<file path="src/hdl/throttle_to_velocity_supervisor_macros.svh">
// Assertion macros shared by the supervisor RTL.
// Every macro samples on the rising edge of clk and is quiet while rst is high.
`ifndef THROTTLE_TO_VELOCITY_SUPERVISOR_MACROS_SVH
`define THROTTLE_TO_VELOCITY_SUPERVISOR_MACROS_SVH
`ifndef NO_ASSERTIONS
`define TTV_ASSERT(lbl, prop) \
  lbl: assert property (@(posedge clk) disable iff (rst) (prop)) \
    else $error("supervisor check failed");
`define TTV_ASSERT_IMPL(lbl, ante, cons) \
  lbl: assert property (@(posedge clk) disable iff (rst) (ante) |-> (cons)) \
    else $error("supervisor check failed");
`define TTV_ASSERT_NEXT(lbl, ante, cons) \
  lbl: assert property (@(posedge clk) disable iff (rst) (ante) |=> (cons)) \
    else $error("supervisor check failed");
`else
`define TTV_ASSERT(lbl, prop)
`define TTV_ASSERT_IMPL(lbl, ante, cons)
`define TTV_ASSERT_NEXT(lbl, ante, cons)
`endif
`endif

</file>
<file path="src/hdl/ttv_pkg.sv">
package ttv_pkg;

  typedef enum logic [1:0] {
    MODE_OFF,
    MODE_STARTING,
    MODE_IDLE,
    MODE_RUNNING
  } ttv_mode_t;

  typedef enum logic [1:0] {
    CMD_CLEAR,
    CMD_VEL,
    CMD_STATE
  } ttv_cmd_t;

  typedef enum logic [1:0] {
    REQ_IDLE,
    REQ_STARTUP,
    REQ_CLOSED
  } ttv_req_t;

  // arm switch codes
  localparam logic [1:0] SW_DISARMED = 2'd0;
  localparam logic [1:0] SW_ARM_A    = 2'd1;
  localparam logic [1:0] SW_ARM_B    = 2'd2;

  // configuration register indexes
  localparam logic [2:0] CFG_DEADBAND   = 3'd0;
  localparam logic [2:0] CFG_RUN_TICKS  = 3'd1;
  localparam logic [2:0] CFG_IDLE_TICKS = 3'd2;
  localparam logic [2:0] CFG_SS_RATE    = 3'd3;
  localparam logic [2:0] CFG_SS_LIMIT   = 3'd4;
  localparam logic [2:0] CFG_HS_THRESH  = 3'd5;

  localparam logic signed [10:0] THR_MAX = 11'sd1000;
  localparam logic signed [10:0] THR_MIN = -11'sd1000;

  // x/10 for x <= 3000: (x * 6554) >> 16 is exact
  localparam logic [24:0] DIV10_RECIP = 25'd6554;
  localparam int          DIV10_SHIFT = 16;

  localparam logic [9:0] RATE_NORMAL_SLOW = 10'd50;
  localparam logic [9:0] RATE_NORMAL_FAST = 10'd200;
  localparam logic [9:0] RATE_HIGH_RISE   = 10'd150;
  localparam logic [9:0] RATE_HIGH_FALL   = 10'd200;

  localparam int RES_MAX = 3;

  typedef struct packed {
    logic               axis_idle;
    logic signed [10:0] throttle;
    logic [1:0]         sw_pos;
  } ttv_in_t;

  typedef struct packed {
    logic [7:0]  deadband_permille;
    logic [7:0]  run_ticks;
    logic [7:0]  idle_ticks;
    logic [9:0]  soft_start_rate;
    logic [12:0] soft_start_limit;
    logic [12:0] fast_thresh;
  } ttv_cfg_t;

  typedef struct packed {
    logic [1:0]         prev_switch;
    ttv_mode_t          mode;
    logic [7:0]         hold_count;
    logic signed [13:0] ramped_velocity;
  } ttv_state_t;

  typedef struct packed {
    ttv_cmd_t           command;
    ttv_req_t           requested_state;
    logic signed [13:0] velocity;
    logic               last;
  } ttv_result_t;

  function automatic ttv_result_t mk_result(ttv_cmd_t c, ttv_req_t r,
                                            logic signed [13:0] v);
    ttv_result_t res;
    res.command         = c;
    res.requested_state = r;
    res.velocity        = v;
    res.last            = 1'b0;
    return res;
  endfunction

endpackage

</file>
<file path="src/hdl/ttv_step.sv">
module ttv_step (
  input  ttv_pkg::ttv_in_t                          item,
  input  ttv_pkg::ttv_cfg_t                         cfg,
  input  ttv_pkg::ttv_state_t                       cur,
  output ttv_pkg::ttv_state_t                       nxt,
  output ttv_pkg::ttv_result_t [ttv_pkg::RES_MAX-1:0] res,
  output logic [1:0]                                res_cnt
);

  logic               sw_edge, is_disarm, is_arm, in_start, go_on;
  ttv_pkg::ttv_mode_t mode1, mode2;
  logic [7:0]         hold1, hold2, hc, lim;

  logic signed [10:0] thr_c, thr_negd;
  logic               thr_neg;
  logic [9:0]         mag, athr, athr_eff;
  logic [11:0]        mag3, athr3;
  logic [24:0]        prod;
  logic               at_db, near_zero, cond_run, cond_idle, hys_fire;

  logic [12:0]        vmag;
  logic signed [13:0] vel, rv, rv_next;
  logic [13:0]        aprev;
  logic signed [14:0] diff;
  logic               ss_zone, high;
  logic [9:0]         rise, fall;
  logic [1:0]         k;

  assign sw_edge   = item.sw_pos != cur.prev_switch;
  assign is_disarm = sw_edge && (item.sw_pos == ttv_pkg::SW_DISARMED);
  assign is_arm    = sw_edge && (item.sw_pos == ttv_pkg::SW_ARM_A ||
                                 item.sw_pos == ttv_pkg::SW_ARM_B);
  assign in_start  = !sw_edge && (cur.mode == ttv_pkg::MODE_STARTING);
  assign go_on     = !is_arm && !(in_start && !item.axis_idle);

  // mode after the switch edge / startup check, hold cleared on a change
  always_comb begin
    mode1 = cur.mode;
    hold1 = cur.hold_count;
    priority if (is_disarm) begin
      mode1 = ttv_pkg::MODE_OFF;
    end else if (is_arm) begin
      mode1 = ttv_pkg::MODE_STARTING;
    end else if (in_start && item.axis_idle) begin
      mode1 = ttv_pkg::MODE_IDLE;
    end else begin
      mode1 = cur.mode;
    end
    if (mode1 != cur.mode) begin
      hold1 = '0;
    end
  end

  // clamp, then scale reverse by 3/10 toward zero
  always_comb begin
    thr_c = item.throttle;
    if (item.throttle > ttv_pkg::THR_MAX) begin
      thr_c = ttv_pkg::THR_MAX;
    end else if (item.throttle < ttv_pkg::THR_MIN) begin
      thr_c = ttv_pkg::THR_MIN;
    end
  end

  assign thr_neg  = thr_c[10];
  assign thr_negd = -thr_c;
  assign mag      = thr_neg ? thr_negd[9:0] : thr_c[9:0];
  assign mag3     = {1'b0, mag, 1'b0} + {2'b00, mag};
  assign prod     = {13'd0, mag3} * ttv_pkg::DIV10_RECIP;
  assign athr     = thr_neg ? {1'b0, prod[ttv_pkg::DIV10_SHIFT +: 9]} : mag;

  // |thr| < floor(db/3)  is the same as  3*|thr| + 3 <= db
  assign athr3     = {1'b0, athr, 1'b0} + {2'b00, athr};
  assign at_db     = athr >= {2'b00, cfg.deadband_permille};
  assign near_zero = (athr3 + 12'd3) <= {4'd0, cfg.deadband_permille};
  assign cond_run  = go_on && (mode1 == ttv_pkg::MODE_IDLE) && at_db;
  assign cond_idle = go_on && (mode1 == ttv_pkg::MODE_RUNNING) && near_zero;
  assign hc        = (hold1 == 8'hFF) ? hold1 : hold1 + 8'd1;
  assign lim       = cond_run ? cfg.run_ticks : cfg.idle_ticks;
  // hc is at least one, so a zero tick count acts like one
  assign hys_fire  = (cond_run || cond_idle) && (hc >= lim);

  // next mode and hold count
  always_comb begin
    mode2 = mode1;
    hold2 = hold1;
    if (go_on) begin
      if (hys_fire) begin
        mode2 = cond_run ? ttv_pkg::MODE_RUNNING : ttv_pkg::MODE_IDLE;
        hold2 = '0;
      end else if (cond_run || cond_idle) begin
        hold2 = hc;
      end else begin
        hold2 = '0;
      end
    end
  end

  // setpoint and staged rate limiter
  assign athr_eff = at_db ? athr : '0;
  assign vmag     = {1'b0, athr_eff, 2'b00} + {3'd0, athr_eff};
  assign vel      = thr_neg ? -$signed({1'b0, vmag}) : $signed({1'b0, vmag});
  assign rv       = cur.ramped_velocity;
  assign aprev    = rv[13] ? 14'(-rv) : 14'(rv);
  assign diff     = 15'(vel) - 15'(rv);
  assign ss_zone  = (aprev < {1'b0, cfg.soft_start_limit}) && ({1'b0, vmag} > aprev);
  assign high     = aprev > {1'b0, cfg.fast_thresh};

  always_comb begin
    priority if (ss_zone) begin
      rise = cfg.soft_start_rate;
      fall = cfg.soft_start_rate;
    end else if (high) begin
      rise = ttv_pkg::RATE_HIGH_RISE;
      fall = ttv_pkg::RATE_HIGH_FALL;
    end else if (!rv[13]) begin
      rise = ttv_pkg::RATE_NORMAL_SLOW;
      fall = ttv_pkg::RATE_NORMAL_FAST;
    end else begin
      rise = ttv_pkg::RATE_NORMAL_FAST;
      fall = ttv_pkg::RATE_NORMAL_SLOW;
    end
  end

  always_comb begin
    priority if (diff > $signed({5'd0, rise})) begin
      rv_next = rv + $signed({4'd0, rise});
    end else if (diff < -$signed({5'd0, fall})) begin
      rv_next = rv - $signed({4'd0, fall});
    end else begin
      rv_next = vel;
    end
  end

  always_comb begin
    nxt.prev_switch     = item.sw_pos;
    nxt.mode            = mode2;
    nxt.hold_count      = hold2;
    nxt.ramped_velocity = go_on ? rv_next : rv;
  end

  // result list of the tick, in order
  always_comb begin
    res = '0;
    k   = '0;
    if (is_arm) begin
      res[0] = ttv_pkg::mk_result(ttv_pkg::CMD_CLEAR, ttv_pkg::REQ_IDLE, '0);
      res[1] = ttv_pkg::mk_result(ttv_pkg::CMD_VEL, ttv_pkg::REQ_IDLE, '0);
      res[2] = ttv_pkg::mk_result(ttv_pkg::CMD_STATE, ttv_pkg::REQ_STARTUP, '0);
      k      = 2'd3;
    end else begin
      if (is_disarm) begin
        res[k] = ttv_pkg::mk_result(ttv_pkg::CMD_STATE, ttv_pkg::REQ_IDLE, '0);
        k      = k + 2'd1;
      end else if (in_start) begin
        res[k] = ttv_pkg::mk_result(ttv_pkg::CMD_VEL, ttv_pkg::REQ_IDLE, '0);
        k      = k + 2'd1;
      end
      if (hys_fire) begin
        res[k] = ttv_pkg::mk_result(ttv_pkg::CMD_STATE,
                   cond_run ? ttv_pkg::REQ_CLOSED : ttv_pkg::REQ_IDLE, '0);
        k      = k + 2'd1;
      end
      if (go_on) begin
        res[k] = ttv_pkg::mk_result(ttv_pkg::CMD_VEL, ttv_pkg::REQ_IDLE, rv_next);
        k      = k + 2'd1;
      end
    end
    res[k - 2'd1].last = 1'b1;
  end

  assign res_cnt = k;

endmodule

</file>
<file path="src/hdl/ttv_resq.sv">
`include "throttle_to_velocity_supervisor_macros.svh"

module ttv_resq (
  input  logic                                      clk,
  input  logic                                      rst,
  input  logic                                      load,
  input  ttv_pkg::ttv_result_t [ttv_pkg::RES_MAX-1:0] load_res,
  input  logic [1:0]                                load_cnt,
  output logic                                      free,
  output logic                                      m_tvalid,
  input  logic                                      m_tready,
  output logic [15:0]                               m_tdata,
  output logic                                      m_tlast,
  output logic [1:0]                                m_tuser
);

  ttv_pkg::ttv_result_t [ttv_pkg::RES_MAX-1:0] ents;
  logic [1:0]           cnt, idx, cnt_m1;
  logic                 busy, take, take_last;
  ttv_pkg::ttv_result_t cur;

  assign cnt_m1    = cnt - 2'd1;
  assign take      = busy && m_tready;
  assign take_last = take && (idx == cnt_m1);
  assign free      = !busy || take_last;

  always_ff @(posedge clk) begin
    if (rst) begin
      busy <= 1'b0;
      idx  <= '0;
    end else if (load) begin
      busy <= 1'b1;
      idx  <= '0;
    end else if (take_last) begin
      busy <= 1'b0;
    end else if (take) begin
      idx <= idx + 2'd1;
    end
  end

  always_ff @(posedge clk) begin
    if (load) begin
      ents <= load_res;
      cnt  <= load_cnt;
    end
  end

  assign cur      = ents[idx];
  assign m_tvalid = busy;
  assign m_tdata  = {cur.velocity, cur.requested_state};
  assign m_tuser  = cur.command;
  assign m_tlast  = cur.last;

  `TTV_ASSERT_IMPL(a_load_free, load, free)
  `TTV_ASSERT_IMPL(a_idx_range, m_tvalid, idx < cnt)
  `TTV_ASSERT_IMPL(a_last_flag, m_tvalid, m_tlast == (idx == cnt_m1))
  `TTV_ASSERT_NEXT(a_stall_hold, m_tvalid && !m_tready, m_tvalid && $stable(idx))

endmodule

</file>
<file path="src/hdl/throttle_to_velocity_supervisor.sv">
// Throttle-to-velocity supervisor for one motor axis.
// Slave channel: one request per control tick carrying the switch position,
// the signed throttle in permille and the axis-idle report. Master channel:
// the commands of that tick, one to three, with the kind in m_tuser (clear
// errors, set velocity, set axis state) and the final one marked by m_tlast.
// Configuration: cfg_we writes cfg_wdata into register cfg_index (0 deadband,
// 1 run ticks, 2 idle ticks, 3 soft-start rate, 4 soft-start limit, 5
// high-speed threshold); other indexes are dropped. Write only while idle.
// Flow: a request accepted on the slave port lands in the input register; its
// commands are computed from it and loaded into the result buffer once the
// buffer is free, and the first command is offered from then on.
// Throughput: one tick per cycle when it yields one command and m_tready stays
// high; a tick with several commands holds the result buffer until its last
// command is taken, since the master port moves one command per cycle at most.
// Reset (rst, synchronous): registers take their defaults, switch history,
// mode, hold count and ramp clear, both channels go empty.
// Stall: with m_tready low the current command holds, the input register
// holds one more tick and s_tready drops until the buffer drains.
`include "throttle_to_velocity_supervisor_macros.svh"

module throttle_to_velocity_supervisor (
  input  logic        clk,
  input  logic        rst,
  input  logic        s_tvalid,
  output logic        s_tready,
  input  logic [15:0] s_tdata,   // [1:0] sw_pos, [12:2] throttle, [13] axis_idle
  output logic        m_tvalid,
  input  logic        m_tready,
  output logic [15:0] m_tdata,   // [1:0] requested_state, [15:2] velocity
  output logic        m_tlast,
  output logic [1:0]  m_tuser,   // [1:0] command
  input  logic        cfg_we,
  input  logic [2:0]  cfg_index,
  input  logic [12:0] cfg_wdata
);

  ttv_pkg::ttv_cfg_t    cfg;
  ttv_pkg::ttv_state_t  st, st_next;
  ttv_pkg::ttv_in_t     in_item;
  logic                 in_valid, advance, q_free;
  ttv_pkg::ttv_result_t [ttv_pkg::RES_MAX-1:0] step_res;
  logic [1:0]           step_cnt;

  // input register: take a request whenever it is empty or moving on
  assign advance  = in_valid && q_free;
  assign s_tready = !in_valid || advance;

  always_ff @(posedge clk) begin
    if (rst) begin
      in_valid <= 1'b0;
    end else if (s_tready) begin
      in_valid <= s_tvalid;
    end
  end

  always_ff @(posedge clk) begin
    if (s_tvalid && s_tready) begin
      in_item <= ttv_pkg::ttv_in_t'(s_tdata[13:0]);
    end
  end

  // configuration registers
  always_ff @(posedge clk) begin
    if (rst) begin
      cfg.deadband_permille <= 8'd25;
      cfg.run_ticks         <= 8'd4;
      cfg.idle_ticks        <= 8'd10;
      cfg.soft_start_rate   <= 10'd10;
      cfg.soft_start_limit  <= 13'd200;
      cfg.fast_thresh       <= 13'd1500;
    end else if (cfg_we) begin
      unique case (cfg_index)
        ttv_pkg::CFG_DEADBAND:   cfg.deadband_permille <= cfg_wdata[7:0];
        ttv_pkg::CFG_RUN_TICKS:  cfg.run_ticks         <= cfg_wdata[7:0];
        ttv_pkg::CFG_IDLE_TICKS: cfg.idle_ticks        <= cfg_wdata[7:0];
        ttv_pkg::CFG_SS_RATE:    cfg.soft_start_rate   <= cfg_wdata[9:0];
        ttv_pkg::CFG_SS_LIMIT:   cfg.soft_start_limit  <= cfg_wdata;
        ttv_pkg::CFG_HS_THRESH:  cfg.fast_thresh       <= cfg_wdata;
        default: begin
        end
      endcase
    end
  end

  // supervisor state advances once per tick, as the tick's commands load
  always_ff @(posedge clk) begin
    if (rst) begin
      st.prev_switch     <= ttv_pkg::SW_DISARMED;
      st.mode            <= ttv_pkg::MODE_OFF;
      st.hold_count      <= '0;
      st.ramped_velocity <= '0;
    end else if (advance) begin
      st <= st_next;
    end
  end

  ttv_step u_step (
    .item    (in_item),
    .cfg     (cfg),
    .cur     (st),
    .nxt     (st_next),
    .res     (step_res),
    .res_cnt (step_cnt)
  );

  ttv_resq u_resq (
    .clk      (clk),
    .rst      (rst),
    .load     (advance),
    .load_res (step_res),
    .load_cnt (step_cnt),
    .free     (q_free),
    .m_tvalid (m_tvalid),
    .m_tready (m_tready),
    .m_tdata  (m_tdata),
    .m_tlast  (m_tlast),
    .m_tuser  (m_tuser)
  );

  `TTV_ASSERT(a_ramp_range, st.ramped_velocity >= -14'sd1500 && st.ramped_velocity <= 14'sd5000)
  `TTV_ASSERT_IMPL(a_hold_clear, st.mode < ttv_pkg::MODE_IDLE, st.hold_count == 8'd0)
  `TTV_ASSERT_NEXT(a_in_hold, in_valid && !advance, in_valid && $stable(in_item))

endmodule
</file>
<file path="config.mk">
export PLATFORM = sky130hd
export DESIGN_NAME = throttle_to_velocity_supervisor
export DESIGN_NICKNAME = d
export VERILOG_FILES = /design/src/hdl/ttv_pkg.sv /design/src/hdl/ttv_step.sv /design/src/hdl/ttv_resq.sv /design/src/hdl/throttle_to_velocity_supervisor.sv
export VERILOG_INCLUDE_DIRS = /design/src /design/src/hdl
export SDC_FILE = /design/constraint.sdc
export NUM_CORES = 1
export LEC_CHECK = 0
export ABC_AREA = 0
export BUFFER_PORTS_ARGS = -buffer_cell sky130_fd_sc_hd__clkbuf_2
export CAP_MARGIN = 0
export CORE_ASPECT_RATIO = 1.1
export CORE_UTILIZATION = 30
export DETAILED_ROUTE_END_ITERATION = 7
export GPL_TIMING_DRIVEN = 0
export PLACE_DENSITY = 0.41
export REMOVE_ABC_BUFFERS = 1
export SYNTH_ARGS = -nofsm -noshare
export SYNTH_HDL_FRONTEND = slang
export SYNTH_SLANG_ARGS = --single-unit
</file>
<file path="constraint.sdc">
create_clock -name clk -period 39 [get_ports clk]
set_clock_uncertainty 0.15 [all_clocks]
set_input_delay 1.95 -clock clk [delete_from_list [all_inputs] [get_ports clk]]
set_output_delay 1.95 -clock clk [all_outputs]
set_load 0.02 [all_outputs]
</file>
==> results of run 1 <==
[cells in the mapped netlist (5+ instances only)]
cell	number	area share [%]
a2111o_1	6	0.40
a2111oi_0	5	0.26
a211o_1	13	0.67
a211oi_1	21	0.93
a21boi_0	5	0.22
a21o_1	54	2.4
a21oi_1	148	4.4
a22o_1	5	0.26
a22oi_1	5	0.22
a31oi_1	17	0.63
a32o_1	5	0.29
and2_1	18	0.66
and3_1	18	0.66
buf_1	6	0.13
buf_2	9	0.27
clkbuf_1	53	1.2
dfxtp_1	90	11
edfxtp_1	69	12
fa_1	40	4.7
ha_1	247	18
inv_1	212	4.7
mux2_2	5	0.33
mux2i_1	46	2.7
nand2_1	258	5.7
nand2b_1	22	0.81
nand3_1	47	1.4
nand3b_1	20	0.88
nand4_1	17	0.63
nor2_1	152	3.4
nor2b_1	26	0.96
nor3_1	47	1.4
nor4_1	8	0.29
o2111ai_1	7	0.36
o211ai_1	12	0.53
o21a_1	16	0.71
o21ai_0	84	2.5
o21bai_1	14	0.62
o31ai_1	10	0.44
or2_2	9	0.33
or3_1	11	0.40
xnor2_1	67	3.5
xor2_1	30	1.5
[registers in the layout, summed over array words and instances, names as in the netlist]
| signal | cells |
|---|---|
| cfg | 60 |
| st | 26 |
| in_item | 14 |
| u_resq.cnt | 2 |
| in_valid | 1 |
| u_resq.idx | 2 |
| u_resq.m_tvalid | 1 |
| u_resq.ents | 53 |
[per-layer routing]
layer / vias up / GRT usage [%] / routed length [um]
li1: 7344 / - / -
met1: 6955 / 24.52 / 25270
met2: 224 / 29.63 / 23360
met3: 38 / 2.882 / 1540
met4: 0 / 4.267 / 657
met5: - / 0 / 0
[placed cells by master, fill, tap and decap left out, drive strengths merged, types with 40 or more instances in the layout]
cell type / n
nand3: 47
nor3: 51
fa: 40
a21oi: 149
inv: 223
edfxtp: 69
a21o: 55
nor2: 152
mux2i: 47
ha: 247
dfxtp: 90
xnor2: 67
clkbuf: 75
nand2: 258
o21ai: 88
[cells by family after synthesis]
logic type                 Yosys count  share of synthesized area (%)
buffers and inverters              288                          6.515
muxes                               53                          3.261
DFF                                159                          22.79
and+or+nand+nor                    685                          19.46
AOI/OAI and AO/OA                  496                          19.96
adders and majority gates          289                          23.01
xor gates and xnor gates            97                          4.999
[per-stage QoR]
step           hold slack (ns)  instances  util (%)
3_5_place_dp            0.2984       2802     32.21
5_1_grt                 0.3255       2834     33.29
6_report                0.3054       2834     33.29
2_1_floorplan           0.2778       1996         -
4_1_cts                 0.3086       2834     33.28
3_3_place_gp            0.2923       2795     31.97
[critical path: cells and delay by family, from the launching register on]
kind | cells | cell delay, ns
XOR/XNOR | 1 | 0.49
multiplexers | 1 | 0.31
AO/OA/AOI/OAI | 26 | 8.45
adder cells (fa/ha/maj) | 15 | 5.22
flip-flops | 1 | 0.50
buffers and inverters | 11 | 1.90
AND/OR/NAND/NOR | 18 | 3.51
[area by class of cell]
type | instances | area, sq um | share of cell area (%)
timing repair buffer | 62 | 382.9 | 2.053
inverter | 217 | 814.5 | 4.367
clock inverter | 12 | 108.9 | 0.5837
tap | 744 | 930.9 | 4.991
sequential | 159 | 3874 | 20.77
multi-input combinational | 1620 | 12050 | 64.61
clock buffer | 20 | 489.2 | 2.623
[worst paths after layout]
| kind | from | endpoint | depth (start not counted) |
|---|---|---|---|
| worst min register to register | cfg[59]$_SDFFE_PP0P_ | cfg[59]$_SDFFE_PP0P_ | 2 |
| worst max register to register | in_item[10]$_DFFE_PP_ | st[9]$_SDFFE_PP0P_ | 72 |
| worst max-delay path | in_item[10]$_DFFE_PP_ | st[9]$_SDFFE_PP0P_ | 72 |
| worst min-delay path | cfg[59]$_SDFFE_PP0P_ | cfg[59]$_SDFFE_PP0P_ | 2 |
==> results.yml, run 1 <==
critical_path:
  worstSetupStartpointType: "register"
  cp_common_cell: "ha_1"
  cp-end-kind: "register"
  critPathMaxFanout: 26
  rrSetupSlack_ns: 18.30
  cpMaxStageDelayCell: "a2111oi_2"
  critical_path_required_ns: 39.24
  worstPathArrival_ns: 20.94
  path_class: "register to register"
  crit_path_max_incr_delay_ns: 0.87
clocking:
  cts_resized: 0
  post_cts_buffers: 0
  clk_pin_slew_ns: 0.07
  clk_path_buf_depth: 2
  cts_tree: "yes"
  cts_made_buffers: 17
  hold_buffers: 0
  cts_root_buffer: "clkbuf_16"
  cts_num_sinks: 159
  insertion_delay_ns: 0.49
  htree_levels: 4
sta:
  final_hold_viol_count: 0
  fin_crit_sh_pct: 53.07
  tightest_slew_ns: 1.342
  fmax_ghz: 0.04832
  fin_ws_ns: 18.30
  rsz0062_at_grt: "false"
  slew_headroom_pct: 10.43
  finalMaxSlewViolations: 0
  fin_setup_tns_ns: 0
  fin_crit_ns: 20.70
  setup_viol: 0
placement:
  routabilityCongestion: 0.8351
  portBuffers: 55
  dpl.hpwl_um: 40300
  place_area_sq_mm: 0.01804
  place_ws_ns: 18.03
synthesis:
  synth_seq_cells: 159
  synthArstFlopShare_pct: 0
  synth_edf_count: 69
  yosysUniqueCellTypes: 102
  avgSynthCellArea_sq_um: 8.222
  ys.flop_type: "dfxtp_1"
  synth-seq-area-share_pct: 22.79
  synth_cells: 2067
  synth_warnings: 0
  mappedNetlistArea_sq_mm: 0.01700
layout:
  fill_cells: 6047
  nNetsFinal: 2401
  area_growth_pct: 9.740
  layout-drive-gt1-share_pct: 7.416
  final_area_sq_mm: 0.01865
  n_antenna_cell: 0
die:
  die_w_um: 228.9
  die_area_sq_mm: 0.05761
  initial_core_util_pct: 30.34
  placementRows: 91
  coreArea_sq_mm: 0.05602
  io_pins: 58
  die_h_um: 251.6
drt:
  via_per_inst: 5.138
  ant_nets: 0
  wl_per_cell_um: 17.93
  vias: 14560
  drc: 0
  drt_iter0_drc: 845
  first_pass_iters: 5
  wirelength_um: 50830
global_route:
  grt_antenna_before_repair: 0
  grt_start_max_net_pins: 52
  grt_pass1_wl_um: 81120
  grt_pass1_vias: 14510
  grt_util_all_layers_pct: 18.01
  grt_overflow_total: 0
min_path:
  holdCritPathClass: "register to register"
job:
  drv_cap: 0
status:
  status: "finished clean"
Power of run 1 is left out: the tool's default activity adds up to more than one toggle a clock period on the data nets, which glitch-free logic cannot reach.
==> run 2: changes to the inputs <==
--- a/config.mk
+++ b/config.mk
@@ -13,7 +13,7 @@
 export CORE_UTILIZATION = 30
 export DETAILED_ROUTE_END_ITERATION = 7
 export GPL_TIMING_DRIVEN = 0
-export PLACE_DENSITY = 0.41
+export PLACE_DENSITY = 0.43
 export REMOVE_ABC_BUFFERS = 1
 export SYNTH_ARGS = -nofsm -noshare
 export SYNTH_HDL_FRONTEND = slang
==> constraint.sdc (replaced) <==
create_clock -name clk -period 18.3 [get_ports clk]
set_clock_uncertainty 0.15 [all_clocks]
set_input_delay 0.915 -clock clk [delete_from_list [all_inputs] [get_ports clk]]
set_output_delay 0.915 -clock clk [all_outputs]
set_load 0.02 [all_outputs]
==> run 2 against run 1 <==
Net effect: global-route usage decreased by 0.27 points; setup slack got worse by 17 ns; maximum frequency increased by 20%; flip-flop and latch count unchanged; sequential share of layout area decreased by 0.44 points; first-iteration DRC count decreased by 12%; critical path depth decreased by 2; final cell count increased by 0.60%; non-clock buffer count increased by 15; register-to-register slack got worse by 17 ns; via count increased by 0.65%; clock-buffer cell count decreased by 2; critical path type unchanged; critical endpoint unchanged.
==> results.yml, run 2 (synthesized netlist as in run 1, its figures left out) <==
die:
  die_w_um: 228.9
  placementRows: 91
  initial_core_util_pct: 30.34
  die_area_sq_mm: 0.05761
  io_pins: 58
  die_h_um: 251.6
  coreArea_sq_mm: 0.05602
critical_path:
  crit_path_max_incr_delay_ns: 0.59
  critical_path_required_ns: 18.51
  crit_buf_inv: 7
  cp-end-kind: "register"
  worstSetupStartpointType: "register"
  worstPathArrival_ns: 17.50
  path_delay_family: "compound AO/OA/AOI/OAI gates"
  cp_common_cell: "ha_1"
  critPathMaxFanout: 24
  cpMaxStageDelayCell: "nor3_2"
  path_class: "register to register"
layout:
  fin_util_pct: 34.02
  largest_register_ffs: 60
  nNetsFinal: 2418
  final_common_cell: "nand2_1"
  final-seq-area_sq_mm: 0.003874
  multi_input_area_sq_mm: 0.01235
  final_area_sq_mm: 0.01906
  largest-register: "cfg"
  area_growth_pct: 12.13
  reg_top3: "cfg (60), u_resq.ents (53), st (26)"
  fill_cells: 6050
  n_antenna_cell: 0
  layout_common_cells: "257 x nand2_1, 244 x ha_1, 209 x inv_1"
  layout-drive-gt1-share_pct: 10.25
sta:
  final_hold_viol_count: 0
  rsz0062_at_grt: "false"
  setup_viol: 0
  fin_crit_ns: 17.29
  fin_crit_sh_pct: 94.47
  fin_setup_tns_ns: 0
  fmax_ghz: 0.05784
  slew_headroom_pct: 8.510
  tightest_slew_ns: 1.367
  whs_ns: 0.3046
  finalMaxSlewViolations: 0
placement:
  place_area_sq_mm: 0.01804
  routabilityCongestion: 0.8479
  portBuffers: 55
  dpl.hpwl_um: 39730
drt:
  wl_per_cell_um: 17.68
  drc: 0
  vias: 14660
  drt_iter0_drc: 743
  wirelength_um: 50410
  ant_nets: 0
  first_pass_iters: 5
  via_per_inst: 5.141
global_route:
  grt_pass1_vias: 14400
  grt_antenna_before_repair: 0
  grt_start_max_net_pins: 54
  grt_util_all_layers_pct: 17.75
  grt_pass1_wl_um: 80070
  grt_overflow_total: 0
job:
  drv_cap: 0
clocking:
  clk_path_buf_depth: 2
  cts_made_buffers: 17
  clk_pin_slew_ns: 0.09
  htree_levels: 4
  insertion_delay_ns: 0.49
  cts_num_sinks: 159
  cts_tree: "yes"
  cts_root_buffer: "clkbuf_16"
min_path:
  holdCritPathClass: "register to register"
status:
  status: "finished clean"
run 2: cell count changes in the layout (fill, tap and decap cells not counted), sizes merged:
cell	previous run	this run
clkinvlp	3	2
o21a	16	18
buf	7	21
bufinv	0	2
clkbuf	75	74
inv	223	221
clkinv	3	6
run 2: per-stage QoR:
stage          cells  worst slack [ns]
3_3_place_gp    2795            -5.446
2_1_floorplan   1996            0.4689
3_5_place_dp    2802            -2.473
5_1_grt         2851          0.001860
6_report        2851             1.012
4_1_cts         2837           0.07411
run 2: timing repair:
item	4_1_cts	5_1_grt
gates resized for setup	32	30
cloned	1	1
endpoints found under the setup margin	56	56
pin swaps	2	6
hold buffers	0	0
endpoints found under the hold margin	0	0
buffers inserted	2	13
run 2: final timing paths:
check	startpoint	end	slack [ns]	cells after the start
worst min-delay path	cfg[51]$_SDFFE_PP0P_	cfg[51]$_SDFFE_PP0P_	0.30	2
worst max register to register	in_item[9]$_DFFE_PP_	st[9]$_SDFFE_PP0P_	1.01	70
worst max-delay path	in_item[9]$_DFFE_PP_	st[9]$_SDFFE_PP0P_	1.01	70
worst min register to register	cfg[51]$_SDFFE_PP0P_	cfg[51]$_SDFFE_PP0P_	0.30	2
run 2: layer usage:
layer / part of all wire [%] / track usage [%] / up-vias
met2: 47 / 30.02 / 220
met4: 1.4 / 4.324 / 0
met5: 0 / 0 / -
li1: - / - / 7379
met3: 2.9 / 2.306 / 41
met1: 49 / 23.78 / 7016
run 2: worst reg2reg max path, delay by kind of cell, from the launching register on:
family                     cells  cell delay [ns]
DFF                            1             0.44
xor gates and xnor gates       3             0.64
and+or+nand+nor               19             4.20
buffers and inverters          7             0.93
muxes                          1             0.31
AOI/OAI and AO/OA             27             5.87
adders and majority gates     13             4.59
run 2: layout make-up:
type / instances / area share, %
well taps: 744 / 4.885
inverters: 217 / 4.307
clock inverters: 14 / 0.8076
repair buffers: 77 / 2.613
multi-input cells: 1622 / 64.79
clock buffers: 18 / 2.272
flip-flops and latches: 159 / 20.33
Power of run 2 is left out for the same reason.
==> run 3: changes to the inputs <==
--- a/config.mk
+++ b/config.mk
@@ -9,11 +9,12 @@
 export ABC_AREA = 0
 export BUFFER_PORTS_ARGS = -buffer_cell sky130_fd_sc_hd__clkbuf_2
 export CAP_MARGIN = 0
-export CORE_ASPECT_RATIO = 1.1
+export CORE_ASPECT_RATIO = 0.9
 export CORE_UTILIZATION = 30
+export CTS_BUF_LIST = sky130_fd_sc_hd__clkbuf_8
 export DETAILED_ROUTE_END_ITERATION = 7
 export GPL_TIMING_DRIVEN = 0
-export PLACE_DENSITY = 0.43
+export PLACE_DENSITY = 0.41
 export REMOVE_ABC_BUFFERS = 1
 export SYNTH_ARGS = -nofsm -noshare
 export SYNTH_HDL_FRONTEND = slang
==> constraint.sdc (replaced) <==
create_clock -name clk -period 20.2 [get_ports clk]
set_clock_uncertainty 0.15 [all_clocks]
set_input_delay 1.01 -clock clk [delete_from_list [all_inputs] [get_ports clk]]
set_output_delay 1.01 -clock clk [all_outputs]
set_load 0.02 [all_outputs]
==> run 3 against run 2 <==
Net effect: final area shrank 2.8%; flip-flop and latch count is the same; via count shrank 1.0%; non-clock buffer count shrank 14; first-iteration DRC count grew 5.7%; final cell count shrank 0.11%; die area is essentially flat; core utilization shrank 0.82 points; setup slack gained 0.16 ns; hold slack gained 0.0034 ns.
==> results.yml, run 3 (synthesized netlist as in run 1, its figures left out) <==
die:
  coreArea_sq_mm: 0.05581
  initial_core_util_pct: 30.45
  die_h_um: 227.8
  io_pins: 58
  die_area_sq_mm: 0.05761
  die_w_um: 252.9
  placementRows: 82
critical_path:
  critPathMaxFanout: 26
  worstSetupStartpointType: "register"
  r2r_start: "in_item[8]$_DFFE_PP_"
  cp_common_cell: "ha_1"
  r2r-end: "st[9]$_SDFFE_PP0P_"
  path_class: "register to register"
  rrSetupSlack_ns: 1.18
  critical_path_required_ns: 20.51
  cp-end-kind: "register"
  cpMaxStageDelayCell: "fa_1"
  worstPathArrival_ns: 19.33
  crit_path_max_incr_delay_ns: 0.56
  reg2regPathDepth: 72
layout:
  layout-drive-gt1-share_pct: 7.939
  layout_common_cells: "258 x nand2_1, 246 x ha_1, 214 x inv_1"
  largest-register: "cfg"
  largest_register_ffs: 60
  fill_cells: 6045
  final_common_cell: "nand2_1"
  area_growth_pct: 9.034
  nNetsFinal: 2402
  reg_top3: "cfg (60), u_resq.ents (53), st (26)"
  fin_util_pct: 33.20
job:
  drv_cap: 0
global_route:
  grt_antenna_before_repair: 0
  grt_start_max_net_pins: 52
  grt_pass1_vias: 14230
  grt_util_all_layers_pct: 18.15
  grt_pass1_wl_um: 81040
  grt_overflow_total: 0
sta:
  slew_headroom_pct: 9.145
  whs_ns: 0.3080
  finalMaxSlewViolations: 0
  setup_viol: 0
  fmax_ghz: 0.05256
  rsz0062_at_grt: "false"
  final_hold_viol_count: 0
  tightest_slew_ns: 1.361
  fin_crit_sh_pct: 94.18
  fin_crit_ns: 19.02
min_path:
  hold_depth: 2
  hold-path-endpoint: "cfg[53]$_SDFFE_PP0P_"
  holdCritPathClass: "register to register"
  hold_start: "cfg[53]$_SDFFE_PP0P_"
drt:
  drt_iter0_drc: 785
  wl_per_cell_um: 17.87
  ant_nets: 0
  via_per_inst: 5.094
  vias: 14510
  first_pass_iters: 7
  drc: 0
  wirelength_um: 50900
clocking:
  cts_tree: "yes"
  cts_root_buffer: "clkbuf_8"
  insertion_delay_ns: 0.55
  cts_made_buffers: 17
  cts_num_sinks: 159
  htree_levels: 4
  clk_pin_slew_ns: 0.09
  clk_path_buf_depth: 2
  hold_buffers: 0
status:
  status: "finished clean"
placement:
  portBuffers: 55
  routabilityCongestion: 0.8401
  dpl.hpwl_um: 40630
run 3: critical path: cells and delay by family (launching register included):
family	cells	cell delay, ns
multiplexers	2	0.51
XOR/XNOR	2	0.53
AND/OR/NAND/NOR	19	3.59
AO/OA/AOI/OAI	28	7.41
flip-flops	1	0.54
adder cells (fa/ha/maj)	14	5.30
buffers and inverters	7	0.83
run 3: final cells by class:
cell class / instances / area, sq um / share of cell area, %
inverter: 217 / 814.5 / 4.396
multi-input combinational: 1620 / 12130 / 65.45
tap: 756 / 945.9 / 5.105
antenna: 1 / 2.502 / 0.01350
timing repair buffer: 63 / 385.4 / 2.080
clock buffer: 17 / 234.0 / 1.263
clock inverter: 15 / 146.4 / 0.7900
sequential: 159 / 3874 / 20.90
run 3: through the flow:
| step | setup slack [ns] | setup TNS, ns | area (sq um) | std cells |
|---|---|---|---|---|
| finish | 1.175 | 0 | 18530 | 2848 |
| detailed placement | -1.351 | -31.84 | 18050 | 2813 |
| floorplan | 2.369 | 0 | 16700 | 1996 |
| global route | 0.007013 | 0 | 18530 | 2847 |
| CTS | 0.05561 | 0 | 18460 | 2845 |
| global placement | -3.516 | -160.52 | 17920 | 2807 |
run 3: per-layer routing:
| layer | vias to the layer above | track usage [%] | wire length (um) |
|---|---|---|---|
| met5 | - | 0 | 0 |
| li1 | 7338 | - | - |
| met1 | 6907 | 26.86 | 26690 |
| met2 | 239 | 27.42 | 21820 |
| met4 | 0 | 3.409 | 459 |
| met3 | 23 | 3.126 | 1925 |
run 3: timing repair:
item	4_1_cts	5_1_grt
buffers inserted	0	2
pin swaps	0	1
gates resized for setup	9	13
setup endpoints to repair	56	56
run 3: how the worst max path moves through the flow:
stage,startpoint,to,slack (ns),cells past startpoint
after floorplan,in_item[9]$_DFFE_PP_,st[9]$_SDFFE_PP0P_,2.37,71
after global placement,in_item[6]$_DFFE_PP_,st[9]$_SDFFE_PP0P_,-3.52,72
after detailed placement,in_item[8]$_DFFE_PP_,st[9]$_SDFFE_PP0P_,-1.35,74
after CTS,in_item[8]$_DFFE_PP_,st[9]$_SDFFE_PP0P_,0.06,73
after global routing,in_item[8]$_DFFE_PP_,st[9]$_SDFFE_PP0P_,0.007,71
final,in_item[8]$_DFFE_PP_,st[9]$_SDFFE_PP0P_,1.18,72
Power of run 3 is left out for the same reason.
